--- src/sv/atcr_pkg.sv ---
// Shared types, codes and pattern constants for the AT command recogniser.
package atcr_pkg;

   // Default line buffer size; a body after A and T may hold up to BUF_SIZE-3 bytes
   localparam int unsigned BufSizeDefault = 64;

   // Characters of interest
   localparam logic [7:0] ChrUpperA = 8'h41;
   localparam logic [7:0] ChrLowerA = 8'h61;
   localparam logic [7:0] ChrUpperT = 8'h54;
   localparam logic [7:0] ChrLowerT = 8'h74;
   localparam logic [7:0] ChrCr     = 8'h0D;
   localparam logic [7:0] ChrLf     = 8'h0A;
   localparam logic [7:0] ChrNul    = 8'h00;

   // Length of the searched string "AT+TEST"
   localparam int unsigned PatternLen = 7;

   // Line phase
   typedef enum logic [1:0] {
      PH_IDLE   = 2'd0,
      PH_WAIT_T = 2'd1,
      PH_BODY   = 2'd2
   } phase_type;

   // Response codes
   typedef enum logic [1:0] {
      RESP_OK    = 2'd0,
      RESP_TEST  = 2'd1,
      RESP_ERROR = 2'd2
   } resp_type;

   // Outcome of one byte step
   typedef struct packed {
      logic     valid;
      resp_type code;
   } step_result_type;

   // Character of "AT+TEST" at a given position
   function automatic logic [7:0] pattern_char(input logic [2:0] idx);
      logic [7:0] chr;
      unique case (idx)
         3'd0:    chr = 8'h41; // A
         3'd1:    chr = 8'h54; // T
         3'd2:    chr = 8'h2B; // +
         3'd3:    chr = 8'h54; // T
         3'd4:    chr = 8'h45; // E
         3'd5:    chr = 8'h53; // S
         3'd6:    chr = 8'h54; // T
         default: chr = 8'h00;
      endcase
      return chr;
   endfunction

endpackage

--- src/sv/atcr_line_tracker.sv ---
// Line state machine and streaming "AT+TEST" matcher, one byte per step.
module atcr_line_tracker import atcr_pkg::*; #(
   parameter int unsigned BUF_SIZE = BufSizeDefault
) (
   input  logic            clock,
   input  logic            reset,
   input  logic            step_en,
   input  logic [7:0]      step_byte,
   output step_result_type step_result
);

   localparam int unsigned LenW = $clog2(BUF_SIZE);
   localparam logic [LenW-1:0] LenLimit = LenW'(BUF_SIZE - 1);

   phase_type      phase_ff, phase_in;
   logic [LenW-1:0] len_ff, len_in;
   logic           upper_ff, upper_in;
   logic [2:0]     prog_ff, prog_in;
   logic           found_ff, found_in;
   logic           zero_ff, zero_in;

   // matcher outputs for the current byte
   logic [2:0]     m_prog;
   logic           m_found;
   logic           m_zero;

   // Advance the matcher over the current byte
   always_comb begin
      m_prog  = prog_ff;
      m_found = found_ff;
      m_zero  = zero_ff;
      if (!zero_ff && !found_ff) begin
         if (step_byte == ChrNul) begin
            m_zero = 1'b1;
         end else if (step_byte == pattern_char(prog_ff)) begin
            if (prog_ff == 3'(PatternLen - 1)) begin
               m_found = 1'b1;
               m_prog  = 3'd0;
            end else begin
               m_prog = prog_ff + 3'd1;
            end
         end else begin
            m_prog = (step_byte == ChrUpperA) ? 3'd1 : 3'd0;
         end
      end
   end

   // Next line state and response
   always_comb begin
      phase_in    = phase_ff;
      len_in      = len_ff;
      upper_in    = upper_ff;
      prog_in     = prog_ff;
      found_in    = found_ff;
      zero_in     = zero_ff;
      step_result = '{valid: 1'b0, code: RESP_ERROR};

      if (step_en) begin
         unique case (phase_ff)
            PH_IDLE: begin
               if (step_byte == ChrUpperA || step_byte == ChrLowerA) begin
                  phase_in = PH_WAIT_T;
                  len_in   = LenW'(1);
                  upper_in = (step_byte == ChrUpperA);
                  prog_in  = m_prog;
                  found_in = m_found;
                  zero_in  = m_zero;
               end
            end
            PH_WAIT_T: begin
               if (step_byte == ChrUpperT || step_byte == ChrLowerT) begin
                  phase_in = PH_BODY;
                  len_in   = LenW'(2);
                  upper_in = upper_ff && (step_byte == ChrUpperT);
                  prog_in  = m_prog;
                  found_in = m_found;
                  zero_in  = m_zero;
               end else begin
                  phase_in = PH_IDLE;
                  len_in   = '0;
                  upper_in = 1'b0;
                  prog_in  = '0;
                  found_in = 1'b0;
                  zero_in  = 1'b0;
               end
            end
            PH_BODY: begin
               if (step_byte == ChrCr || step_byte == ChrLf) begin
                  // terminator: answer and drop the line
                  step_result.valid = 1'b1;
                  if (step_byte == ChrCr && upper_ff && len_ff == LenW'(2)) begin
                     step_result.code = RESP_OK;
                  end else if (found_ff) begin
                     step_result.code = RESP_TEST;
                  end else begin
                     step_result.code = RESP_ERROR;
                  end
                  phase_in = PH_IDLE;
                  len_in   = '0;
                  upper_in = 1'b0;
                  prog_in  = '0;
                  found_in = 1'b0;
                  zero_in  = 1'b0;
               end else if (len_ff < LenLimit) begin
                  len_in   = len_ff + LenW'(1);
                  prog_in  = m_prog;
                  found_in = m_found;
                  zero_in  = m_zero;
               end else begin
                  // body full: drop the line silently
                  phase_in = PH_IDLE;
                  len_in   = '0;
                  upper_in = 1'b0;
                  prog_in  = '0;
                  found_in = 1'b0;
                  zero_in  = 1'b0;
               end
            end
            default: begin
               phase_in = PH_IDLE;
               len_in   = '0;
               upper_in = 1'b0;
               prog_in  = '0;
               found_in = 1'b0;
               zero_in  = 1'b0;
            end
         endcase
      end
   end

   // Hold line state
   always_ff @(posedge clock) begin
      if (reset) begin
         phase_ff <= PH_IDLE;
         len_ff   <= '0;
         upper_ff <= 1'b0;
         prog_ff  <= '0;
         found_ff <= 1'b0;
         zero_ff  <= 1'b0;
      end else begin
         phase_ff <= phase_in;
         len_ff   <= len_in;
         upper_ff <= upper_in;
         prog_ff  <= prog_in;
         found_ff <= found_in;
         zero_ff  <= zero_in;
      end
   end

endmodule

--- src/sv/at_command_recognizer_top.sv ---
// Top level of the AT command recogniser: input register, line tracker, result register.
//
// Usage:
//   The req_ channel carries received serial bytes (req_rx_byte), one per transfer.
//   A line starts with A or a followed by T or t; any other second byte drops it.
//   Body bytes are collected until CR or LF, and the terminator produces exactly
//   one transfer on the rsp_ channel with rsp_response: 0 OK (uppercase "AT" then
//   CR), 1 when "AT+TEST" occurred before any zero byte, 2 ERROR otherwise.
//   Bytes that start no line, or a body exceeding BUF_SIZE-3 bytes, give nothing.
// Timing:
//   An accepted byte waits in the input register until the result register is free;
//   the tracker then steps it, and any response loads the result register and rsp_valid.
//   Throughput is one byte per cycle unless a response waits; the line tracker sets it.
// Reset and stalls:
//   Reset empties both registers and returns the tracker to idle.
//   While a response waits for rsp_ready, the byte in the input register holds,
//   and req_ready falls once that register is also full; no byte is lost.
module at_command_recognizer_top import atcr_pkg::*; #(
   parameter int unsigned BUF_SIZE = BufSizeDefault
) (
   input  logic       clock,
   input  logic       reset,
   input  logic       req_valid,
   output logic       req_ready,
   input  logic [7:0] req_rx_byte,
   output logic       rsp_valid,
   input  logic       rsp_ready,
   output logic [1:0] rsp_response
);

   logic            in_valid_ff, in_valid_in;
   logic [7:0]      in_byte_ff;
   logic            out_valid_ff, out_valid_in;
   resp_type        out_code_ff;
   logic            step_en;
   step_result_type step_result;

   // Process the held byte whenever the result register can take a result
   assign step_en   = in_valid_ff && (!out_valid_ff || rsp_ready);
   assign req_ready = !in_valid_ff || step_en;

   atcr_line_tracker #(
      .BUF_SIZE(BUF_SIZE)
   ) u_tracker (
      .clock      (clock),
      .reset      (reset),
      .step_en    (step_en),
      .step_byte  (in_byte_ff),
      .step_result(step_result)
   );

   // Next valid flags of both registers
   always_comb begin
      in_valid_in = in_valid_ff;
      if (req_valid && req_ready) begin
         in_valid_in = 1'b1;
      end else if (step_en) begin
         in_valid_in = 1'b0;
      end

      out_valid_in = out_valid_ff;
      if (step_en) begin
         out_valid_in = step_result.valid;
      end else if (rsp_ready) begin
         out_valid_in = 1'b0;
      end
   end

   // Hold control flags
   always_ff @(posedge clock) begin
      if (reset) begin
         in_valid_ff  <= 1'b0;
         out_valid_ff <= 1'b0;
      end else begin
         in_valid_ff  <= in_valid_in;
         out_valid_ff <= out_valid_in;
      end
   end

   // Capture payloads
   always_ff @(posedge clock) begin
      if (req_valid && req_ready) begin
         in_byte_ff <= req_rx_byte;
      end
      if (step_en && step_result.valid) begin
         out_code_ff <= step_result.code;
      end
   end

   assign rsp_valid    = out_valid_ff;
   assign rsp_response = out_code_ff;

endmodule

--- config.mk ---
export PLATFORM = sky130hd
export DESIGN_NAME = at_command_recognizer_top
export DESIGN_NICKNAME = d
export VERILOG_FILES = /design/src/sv/atcr_pkg.sv /design/src/sv/atcr_line_tracker.sv /design/src/sv/at_command_recognizer_top.sv
export SDC_FILE = /design/constraint.sdc
export NUM_CORES = 1
export LEC_CHECK = 0
export BUFFER_PORTS_ARGS = -buffer_cell sky130_fd_sc_hd__buf_2
export CAP_MARGIN = 20
export CORE_ASPECT_RATIO = 0.6
export CORE_MARGIN = 2
export CORE_UTILIZATION = 30
export DETAILED_ROUTE_END_ITERATION = 12
export GPL_TIMING_DRIVEN = 0
export SLEW_MARGIN = 20
export SYNTH_ARGS = -nofsm -noshare
export SYNTH_HDL_FRONTEND = slang
export SYNTH_SLANG_ARGS = --single-unit
--- constraint.sdc ---
create_clock -name clock -period 2.4 [get_ports clock]
set_input_delay 0.48 -clock clock [delete_from_list [all_inputs] [get_ports clock]]
set_output_delay 0.48 -clock clock [all_outputs]
set_load 0.01 [all_outputs]
[Yosys cells after proc, flatten, opt, wreduce, memory -nomap -nowiden]
Cells that the tools add are included.
Storage, ports and cells
  flip-flop bits (word level): 26
  bits of input ports: 12
  logic and storage cells: 114
  output and inout bits: 4
Cells by class
  eq/ne operators: 18
  magnitude comparators: 1
  multiplexer cells: 53
  reductions and logical operators: 26
  bitwise operators: 3
  add/subtract/negate cells: 2
Operators with widths (number)
  case mux 7 bit (5 select lines): 1
  two-way mux 3 bit: 11
  == test 8 x 7 -> 1 bit, second input constant: 4
  two-way mux 1 bit: 23
  two-way mux 6 bit: 3
  case mux 6 bit (3 select lines): 1
  == test 8 x 4 -> 1 bit, second input constant: 2
  two-way mux 8 bit: 2
  two-way mux 2 bit: 7
  == test 3 bit, second input constant: 3
  case mux 1 bit (3 select lines): 3
  case mux 3 bit (3 select lines): 1
  == test 8 bit: 1
  logical NOT 8 bit: 1
  logical AND 1 bit: 7
  adder 6 x 1 -> 6 bit, second input constant: 1
  == test 3 x 2 -> 1 bit, second input constant: 2
  == test 6 x 2 -> 1 bit, second input constant: 1
  less-than comparator 6 bit, second input constant: 1
  case mux 2 bit (3 select lines): 1
  AND reduction 3 bit: 2
  logical OR 1 bit: 5
  logical NOT 1 bit: 4
  nonzero test 2 bit: 2
  other kinds (12): 14

[Depth between registers and ports, before layout]
Gate-level depths: netlist of run 1.
  depth after elaboration: 12
  mapped depth: 9
  gate-level depth less buffers: 8

[Hierarchy]
A second synthesis of run 1 with hierarchy kept.
Second synthesis, totals
  cells, all modules: 170
  area total of the unflattened synthesis: 1495.2 sq um
Modules (own cells, without submodules)
  atcr_line_tracker: times used 1, cells an instance 149, area an instance 1092.3 sq um, seq. area each 280.3 sq um
  at_command_recognizer_top: times used 1, cells an instance 21, area an instance 402.9 sq um, seq. area each 340.3 sq um

[Worst setup path after synthesis of run 1]
Ideal clock, no wire load.
  path kind: register -> register
  start point: register u_tracker.prog_ff[0]
  end point: register u_tracker.prog_ff[0]
  stages on the path, launching flop included: 10
  clock period less this slack: 2.189 ns
  required time: 2.282 ns
  library setup time: 0.118 ns
  path buffers: 1
  arrival time: 2.071 ns
  slack: 0.211 ns
  cell sequence: dfxtp_1 buf_6 and2_4 ha_1 a21boi_0 a311o_1 a2111o_1 a221oi_4 mux2i_1 o21ai_1
Between the ends
  cells in the longest elaborated chain, start to end: 12
  elaborated cells on any way between the ends: 22
  those cells by class: 1 x add/sub; 7 x eq/ne; 12 x mux; 2 x reduce/logical
RTL lines
  start: declaration: RTL line atcr_line_tracker.sv:18  | logic [2:0] prog_ff, prog_in;
  start signal: assignment: RTL line atcr_line_tracker.sv:144  | prog_ff <= prog_in;
  == test 3 x 1 -> 1 bit (tied with other cells): RTL line atcr_pkg.sv:42  | unique case (idx)
  OR reduction 3 bit (no line)
  case mux 7 bit (5 select lines): RTL line atcr_pkg.sv:42
  two-way mux 8 bit: RTL line atcr_line_tracker.sv:33  | if (step_byte == ChrNul) begin
  two-way mux 8 bit: RTL line atcr_line_tracker.sv:32  | if (!zero_ff && !found_ff) begin
  == test 8 bit: RTL line atcr_line_tracker.sv:35  | end else if (step_byte == pattern_char(prog_ff)) begin
  two-way mux 3 bit: RTL line atcr_line_tracker.sv:35
  two-way mux 3 bit: RTL line atcr_line_tracker.sv:33
  two-way mux 3 bit *: RTL line atcr_line_tracker.sv:32
  two-way mux 3 bit: RTL line atcr_line_tracker.sv:104  | end else if (len_ff < LenLimit) begin
  two-way mux 3 bit: RTL line atcr_line_tracker.sv:88  | if (step_byte == ChrCr || step_byte == ChrLf) begin
  case mux 3 bit (3 select lines) *: RTL line atcr_line_tracker.sv:59  | unique case (phase_ff)
Mark *: on every way between the ends. The rest lies on a longest branch, timed or not. The select of a mux whose other input is x is not followed.
A chain may end at the register's enable or synchronous reset.

[Final worst setup path of run 1]
  start point: register u_tracker.prog_ff[2]
  end point: register u_tracker.prog_ff[0]
Between the ends
  cells in the longest elaborated chain, start to end: 12
  elaborated cells on any way between the ends: 21
  those cells by class: 7 x eq/ne; 12 x mux; 2 x reduce/logical
RTL lines (RTL line)
  == test 3 x 1 -> 1 bit (tied with other cells): atcr_pkg.sv:42
  OR reduction 3 bit (no line)
  case mux 7 bit (5 select lines): atcr_pkg.sv:42
  two-way mux 8 bit: atcr_line_tracker.sv:33
  two-way mux 8 bit: atcr_line_tracker.sv:32
  == test 8 bit: atcr_line_tracker.sv:35
  two-way mux 3 bit *: atcr_line_tracker.sv:35
  two-way mux 3 bit *: atcr_line_tracker.sv:33
  two-way mux 3 bit *: atcr_line_tracker.sv:32
  two-way mux 3 bit: atcr_line_tracker.sv:104
  two-way mux 3 bit: atcr_line_tracker.sv:88
  case mux 3 bit (3 select lines) *: atcr_line_tracker.sv:59
Marked as above.

==> results of run 1 <==
-- critical path, cell delays in order (launching register included) --
cell,delay [ns]
dfxtp_1,0.33
buf_6,0.13
clkinvlp_4,0.13
ha_4,0.21
a21boi_0,0.13
a311o_1,0.33
a2111o_1,0.33
a221oi_4,0.32
mux2i_1,0.24
o21ai_1,0.09
-- per-stage QoR --
step | total power, mW | hold WS (ns)
floorplan | 0.5258 | 0.4444
global placement | 0.5482 | 0.4648
detailed placement | 0.5492 | 0.4715
CTS | 0.7991 | 0.3710
global route | 0.8343 | 0.3612
finish | 0.7945 | 0.3754
-- cell type report --
type                    instances  area, sq um  area share, %
clock buffers                   3        41.29          2.243
multi-input cells             130        899.6          48.88
flip-flops and latches         26        621.8          33.79
well taps                      66        82.58          4.487
plain buffers                  10        56.30          3.059
inverters                       9        37.54          2.039
clock inverters                 1        3.754         0.2039
repair buffers                 18        97.59          5.303
-- flip-flops by register name, indices dropped and copies added (netlist names) --
name                count
in_byte_ff              8
u_tracker.len_ff        6
u_tracker.found_ff      1
in_valid_ff             1
rsp_response            2
u_tracker.prog_ff       3
rsp_valid               1
u_tracker.zero_ff       1
u_tracker.phase_ff      2
u_tracker.upper_ff      1
-- worst max-delay path by stage --
stage                     cells past startpoint            startpoint              endpoint
after floorplan                               9  u_tracker.prog_ff[0]  u_tracker.prog_ff[0]
after global placement                        5         in_byte_ff[4]       rsp_response[1]
after detailed placement                      5         in_byte_ff[4]       rsp_response[1]
after CTS                                     9  u_tracker.prog_ff[0]  u_tracker.prog_ff[0]
after global routing                          9  u_tracker.prog_ff[2]  u_tracker.prog_ff[0]
final                                         9  u_tracker.prog_ff[2]  u_tracker.prog_ff[0]
-- synthesized netlist by cell type, drive strengths merged, types with 4 or more instances --
master / number / area (sq um)
buf: 5 / 37.53
nand4: 7 / 43.79
dfxtp: 16 / 320.3
nand2: 10 / 37.54
nand3: 4 / 20.02
a21oi: 11 / 55.05
nand2b: 7 / 43.79
inv: 9 / 33.78
nor3: 5 / 25.02
clkbuf: 5 / 18.77
nor2: 20 / 75.07
nand3b: 4 / 30.03
edfxtp: 10 / 300.3
o21ai: 7 / 35.03
-- routing by layer --
metal	vias to the layer above	global-route usage, %
met5	-	0
met4	0	2.012
met3	2	3.743
met2	41	17.86
met1	635	22.20
li1	699	-
-- report_power, final --
group | internal, mW | switching [mW] | leakage [nW]
clock network | 0.115 | 0.137 | 0.0231
registers | 0.471 | 0.0147 | 0.227
logic | 0.0240 | 0.0329 | 0.368
total | 0.609 | 0.185 | 0.618
-- kinds of logic after synthesis --
logic type	after synthesis
and+or+nand+nor	78
buffers and inverters	19
muxes	3
AOI/OAI and AO/OA	43
adders and majority gates	3
DFF	26
xor gates and xnor gates	3
-- what timing repair did --
item | CTS | global route
setup buffers | 0 | 3
hold buffers | 0 | 0
setup endpoints to repair | 8 | 8
pin swaps | 1 | 3
gates resized for setup | 6 | 4
==> flow_metrics.tcl, run 1 <==
set metrics [dict create \
    avgRoutedWirePerCell_um 13.86 \
    beginning_of_the_worst_register_to_register_path "u_tracker.prog_ff[2]" \
    met3RoutedLength_um 231 \
    filler_cell_count 518 \
    yosys.area_share.simple_pct 28.07 \
    final_util_pct 36.59 \
    met2_wirelength_um 1274 \
    avgSynthCellArea_sq_um 8.916 \
    gp_congestion 0.8559 \
    first_pass_grt_wire_length_um 6375 \
    hp-class "in -> reg" \
    drt_drc_violations_left 0 \
    unrepaired_setup_endpoints_after_global_routing "true" \
    wirelength_um 3644 \
    worst_ep_arrival_time_ns 2.52 \
    power_dens_cells_nw_per_um2 431.7 \
    post-place-cells 256 \
    cts_buffer_depth 2 \
    port-buffer-count 15 \
    timing.reg2reg.setup_slack_ns 0.04 \
    max_slew.worst_pin.slew_ns 0.5324 \
    timing.slew.headroom_pct 64.50 \
    timing_hold_violations_final 0 \
    floorplan.rows 20 \
    final_min_period_over_clock_period_pct 98.31 \
    h_tree_levels 1 \
    remaining_number_of_nets_flagged_by_the_antenna_check_after_routing 0 \
    hold_end "in_byte_ff[2]" \
    initial_utilization_pct 31.02 \
    hpwlAfterDp_um 2739 \
    antenna_found_initial 0 \
    detail_route.wirelength.met1_um 2131 \
    diodes 0 \
    grt_max_degree 15 \
    grt-ovfl-total 0 \
    placement.cell_area_sq_um 1718 \
    die_w_um 97.10 \
    end_of_the_worst_register_to_register_path "u_tracker.prog_ff[0]" \
    clk_root_buffer_cell "clkbuf_8" \
    worst_slack_ns 0.04054 \
    achievable-frequency_ghz 0.4238 \
    areaGrowthSynthToFinish_pct 17.96 \
    cts.reportedPaths.clkPinSlew_ns 0.09 \
    synth-main-ff-cell "dfxtp_1" \
    criticalPathCategory "reg -> reg" \
    insertion_delay_ns 0.27 \
    cts_num_sinks 26 \
    syn-cell-area_sq_um 1560 \
    setup_viol 0 \
    setup.worst_path.start_class "flop" \
    final_cell_count_no_fill 263 \
    critical_path_required_ns 2.56 \
    timing_max_transition_violations_final 0 \
    highest_layer "met4" \
    critical_path.max_fanout 9 \
    yosys_register_bits 26 \
    most-common-layout-cells "nor2_1 (20), buf_2 (18), dfxtp_1 (15)" \
    detailedPlace.worstSlack_ns -0.3399 \
    power_leakage_nw 0.6179 \
    tns_ns 0 \
    synth-seq-area-share_pct 39.78 \
    tritoncts "yes" \
    skew_ns 0.003401 \
    synth-warning-count 0 \
    track_usage_pct 13.74 \
    stdcell_area_sq_um 1841 \
    design.die.area_sq_um 5812 \
    final_period_minus_worst_setup_slack_ns 2.359 \
    compound_gate_fraction_of_synth_area_pct 20.29 \
    synthCells 175 \
    worstHoldPathCells 1 \
    fp.coreArea_sq_um 5030 \
    timing.reg2reg.worst_path_depth 9 \
    firstDrtPassIters 4 \
    final_nets 213 \
    synth.lib_cells_used.distinct 49 \
    post_synth_mux_area_share_pct 2.005 \
    run_status "finished clean" \
    synthesis.nets 190 \
    vias_in_the_first_global_route 1259 \
    io_pins 16 \
    dr_total_vias 1377 \
    detailedRoute.firstIterationViolations 110 \
    critPathCaptureType "flop" \
    die_h_um 59.86 \
    hold_path.startpoint "req_rx_byte[2]" \
    cts-buffers-inserted 3 \
    drive_above_1_share_pct 19.80 \
    count_of_flip_flops_with_a_built_in_enable_after_synthesis 10 \
    yosys.area_share.xor_xnor_pct 1.684 \
    max-vdd-ir-drop_v 0.0001925 \
    dominant_combinational_cell_family_by_area_after_synthesis "simple AND/OR/NAND/NOR gates" \
    cap_violations 0 \
    routed_via_density 5.236 \
    post_synth_adder_cell_area_pct 2.406 \
    layout_commonest_cell "nor2_1" \
    postSynth.asyncResetShare_pct 0 \
]
Power figures use the tool's default switching activity.
==> run 2, diff against run 1 <==
--- a/config.mk
+++ b/config.mk
@@ -12,6 +12,7 @@
 export CORE_UTILIZATION = 30
 export DETAILED_ROUTE_END_ITERATION = 12
 export GPL_TIMING_DRIVEN = 0
+export REMOVE_ABC_BUFFERS = 1
 export SLEW_MARGIN = 20
 export SYNTH_ARGS = -nofsm -noshare
 export SYNTH_HDL_FRONTEND = slang
==> flow_metrics.tcl, run 2 (synthesized netlist as in run 1, its figures left out) <==
set metrics [dict create \
    timing.slew.headroom_pct 66.68 \
    stdcell_area_sq_um 1795 \
    setup_viol 0 \
    detailedPlace.worstSlack_ns -0.4009 \
    multiInputGateArea_sq_um 904.6 \
    vias_in_the_first_global_route 1185 \
    cpLargestDelayFamily "compound AO/OA/AOI/OAI gates" \
    clk_root_buffer_cell "clkbuf_8" \
    firstDrtPassIters 4 \
    switching_power_total_mw 0.1823 \
    cts_num_sinks 26 \
    dr_total_vias 1335 \
    critical_path.max_fanout 12 \
    worst_slack_ns 0.09740 \
    track_usage_pct 12.92 \
    wirelength_um 3566 \
    drt_drc_violations_left 0 \
    run_status "finished clean" \
    final_min_period_over_clock_period_pct 95.94 \
    placement.cell_area_sq_um 1662 \
    criticalPathCategory "reg -> reg" \
    unrepaired_setup_endpoints_after_global_routing "false" \
    layout_commonest_cell "nor2_1" \
    cts-buffers-inserted 3 \
    final_nets 203 \
    setup.worst_path.start_class "flop" \
    detailedRoute.firstIterationViolations 106 \
    cell_by_cell_trace_of_the_critical_path "and3b_1 > o211ai_1 > a32oi_1 > and4b_1 > nand2_1 > o31ai_2" \
    hold_buffers 0 \
    cts_buffer_depth 2 \
    first_pass_grt_wire_length_um 5975 \
    routed_via_density 5.277 \
    tns_ns 0 \
    cap_violations 0 \
    timing.critical_path.buf_inv 0 \
    intPower_mw 0.6047 \
    skew_ns 0.002402 \
    grt-ovfl-total 0 \
    max_stage_delay_ns 0.58 \
    timing_hold_violations_final 0 \
    p_clk_share_pct 31.6 \
    drive_above_1_share_pct 17.65 \
    fp.coreArea_sq_um 5030 \
    insertion_delay_ns 0.27 \
    avgRoutedWirePerCell_um 14.09 \
    diodes 0 \
    tritoncts "yes" \
    antenna_found_initial 0 \
    io_pins 16 \
    timing_max_transition_violations_final 0 \
    most-common-layout-cells "nor2_1 (20), buf_2 (15), dfxtp_1 (13)" \
    power_dens_cells_nw_per_um2 438.3 \
    final-seq-area_sq_um 631.9 \
    max_ffs_per_register 8 \
    critical_path_required_ns 2.58 \
    hp-class "in -> reg" \
    final_util_pct 35.70 \
    die_w_um 97.10 \
    cts.reportedPaths.clkPinSlew_ns 0.09 \
    filler_cell_count 526 \
    timing.critical_path.slowest_stage_cell "edfxtp_1" \
    grt_max_degree 19 \
    final_period_minus_worst_setup_slack_ns 2.303 \
    worst_ep_arrival_time_ns 2.48 \
    areaGrowthSynthToFinish_pct 15.08 \
    largest-register "in_byte_ff" \
    h_tree_levels 1 \
    floorplan.rows 20 \
    reg.largest.list "in_byte_ff x8, u_tracker.len_ff x6, u_tracker.prog_ff x3" \
    max-vdd-ir-drop_v 0.0001941 \
    switching_share_pct 23.16 \
    initial_utilization_pct 31.02 \
    achievable-frequency_ghz 0.4343 \
    p_seq_share_pct 62.6 \
    critPathCaptureType "flop" \
    gp_congestion 0.8356 \
    power_leakage_nw 0.5892 \
    max_slew.worst_pin.slew_ns 0.4977 \
    remaining_number_of_nets_flagged_by_the_antenna_check_after_routing 0 \
    design.die.area_sq_um 5812 \
    die_h_um 59.86 \
    port-buffer-count 15 \
    pwr-share-comb_pct 5.8 \
    hpwlAfterDp_um 2615 \
]
run 2: power groups by stage:
stage | clock, mW | combinational (mW) | sequential [mW]
after global placement | 0 | 0.0421 | 0.503
after CTS | 0.259 | 0.0437 | 0.491
after global routing | 0.275 | 0.0509 | 0.496
after detailed placement | 0 | 0.0425 | 0.503
after floorplan | 0 | 0.0261 | 0.496
final | 0.249 | 0.0454 | 0.493
run 2: path summary, 6_finish.rpt:
kind | start | to | slack [ns] | depth (start not counted)
hold / removal | req_rx_byte[1] | in_byte_ff[1] | 0.38 | 1
hold reg to reg | u_tracker.upper_ff | u_tracker.upper_ff | 0.48 | 2
setup reg to reg | in_byte_ff[1] | u_tracker.prog_ff[1] | 0.1 | 6
setup / recovery | in_byte_ff[1] | u_tracker.prog_ff[1] | 0.1 | 6
run 2: cell type report:
class                   instances  share of cell area (%)
clock buffers                   3                   2.300
flip-flops and latches         26                   35.19
repair buffers                 18                   5.436
multi-input cells             130                   50.38
well taps                      66                   4.599
inverters                       9                   1.882
clock inverters                 1                  0.2091
run 2: per-stage QoR:
step	power, mW	hold WS (ns)	std cells
floorplan	0.5216	0.4382	165
global placement	0.5452	0.4569	246
detailed placement	0.5458	0.4671	246
CTS	0.7937	0.3721	252
global route	0.8223	0.3696	253
finish	0.7870	0.3797	253
run 2: worst register-to-register path, stage by stage, from the launching register on:
cell,delay [ns]
edfxtp_1,0.58
and3b_1,0.23
o211ai_1,0.43
a32oi_1,0.28
and4b_1,0.37
nand2_1,0.08
o31ai_2,0.24
run 2: timing repair:
action / CTS / global route
cloned: 0 / 0
endpoints found under the setup margin: 9 / 8
gates resized for setup: 9 / 6
setup buffers: 2 / 1
pin swaps: 0 / 0
run 2: routing by layer:
layer  wire, um  GRT usage, %
met3        240         3.509
met2       1300         16.96
met1       2007         20.54
met4         17         2.414
met5          0             0
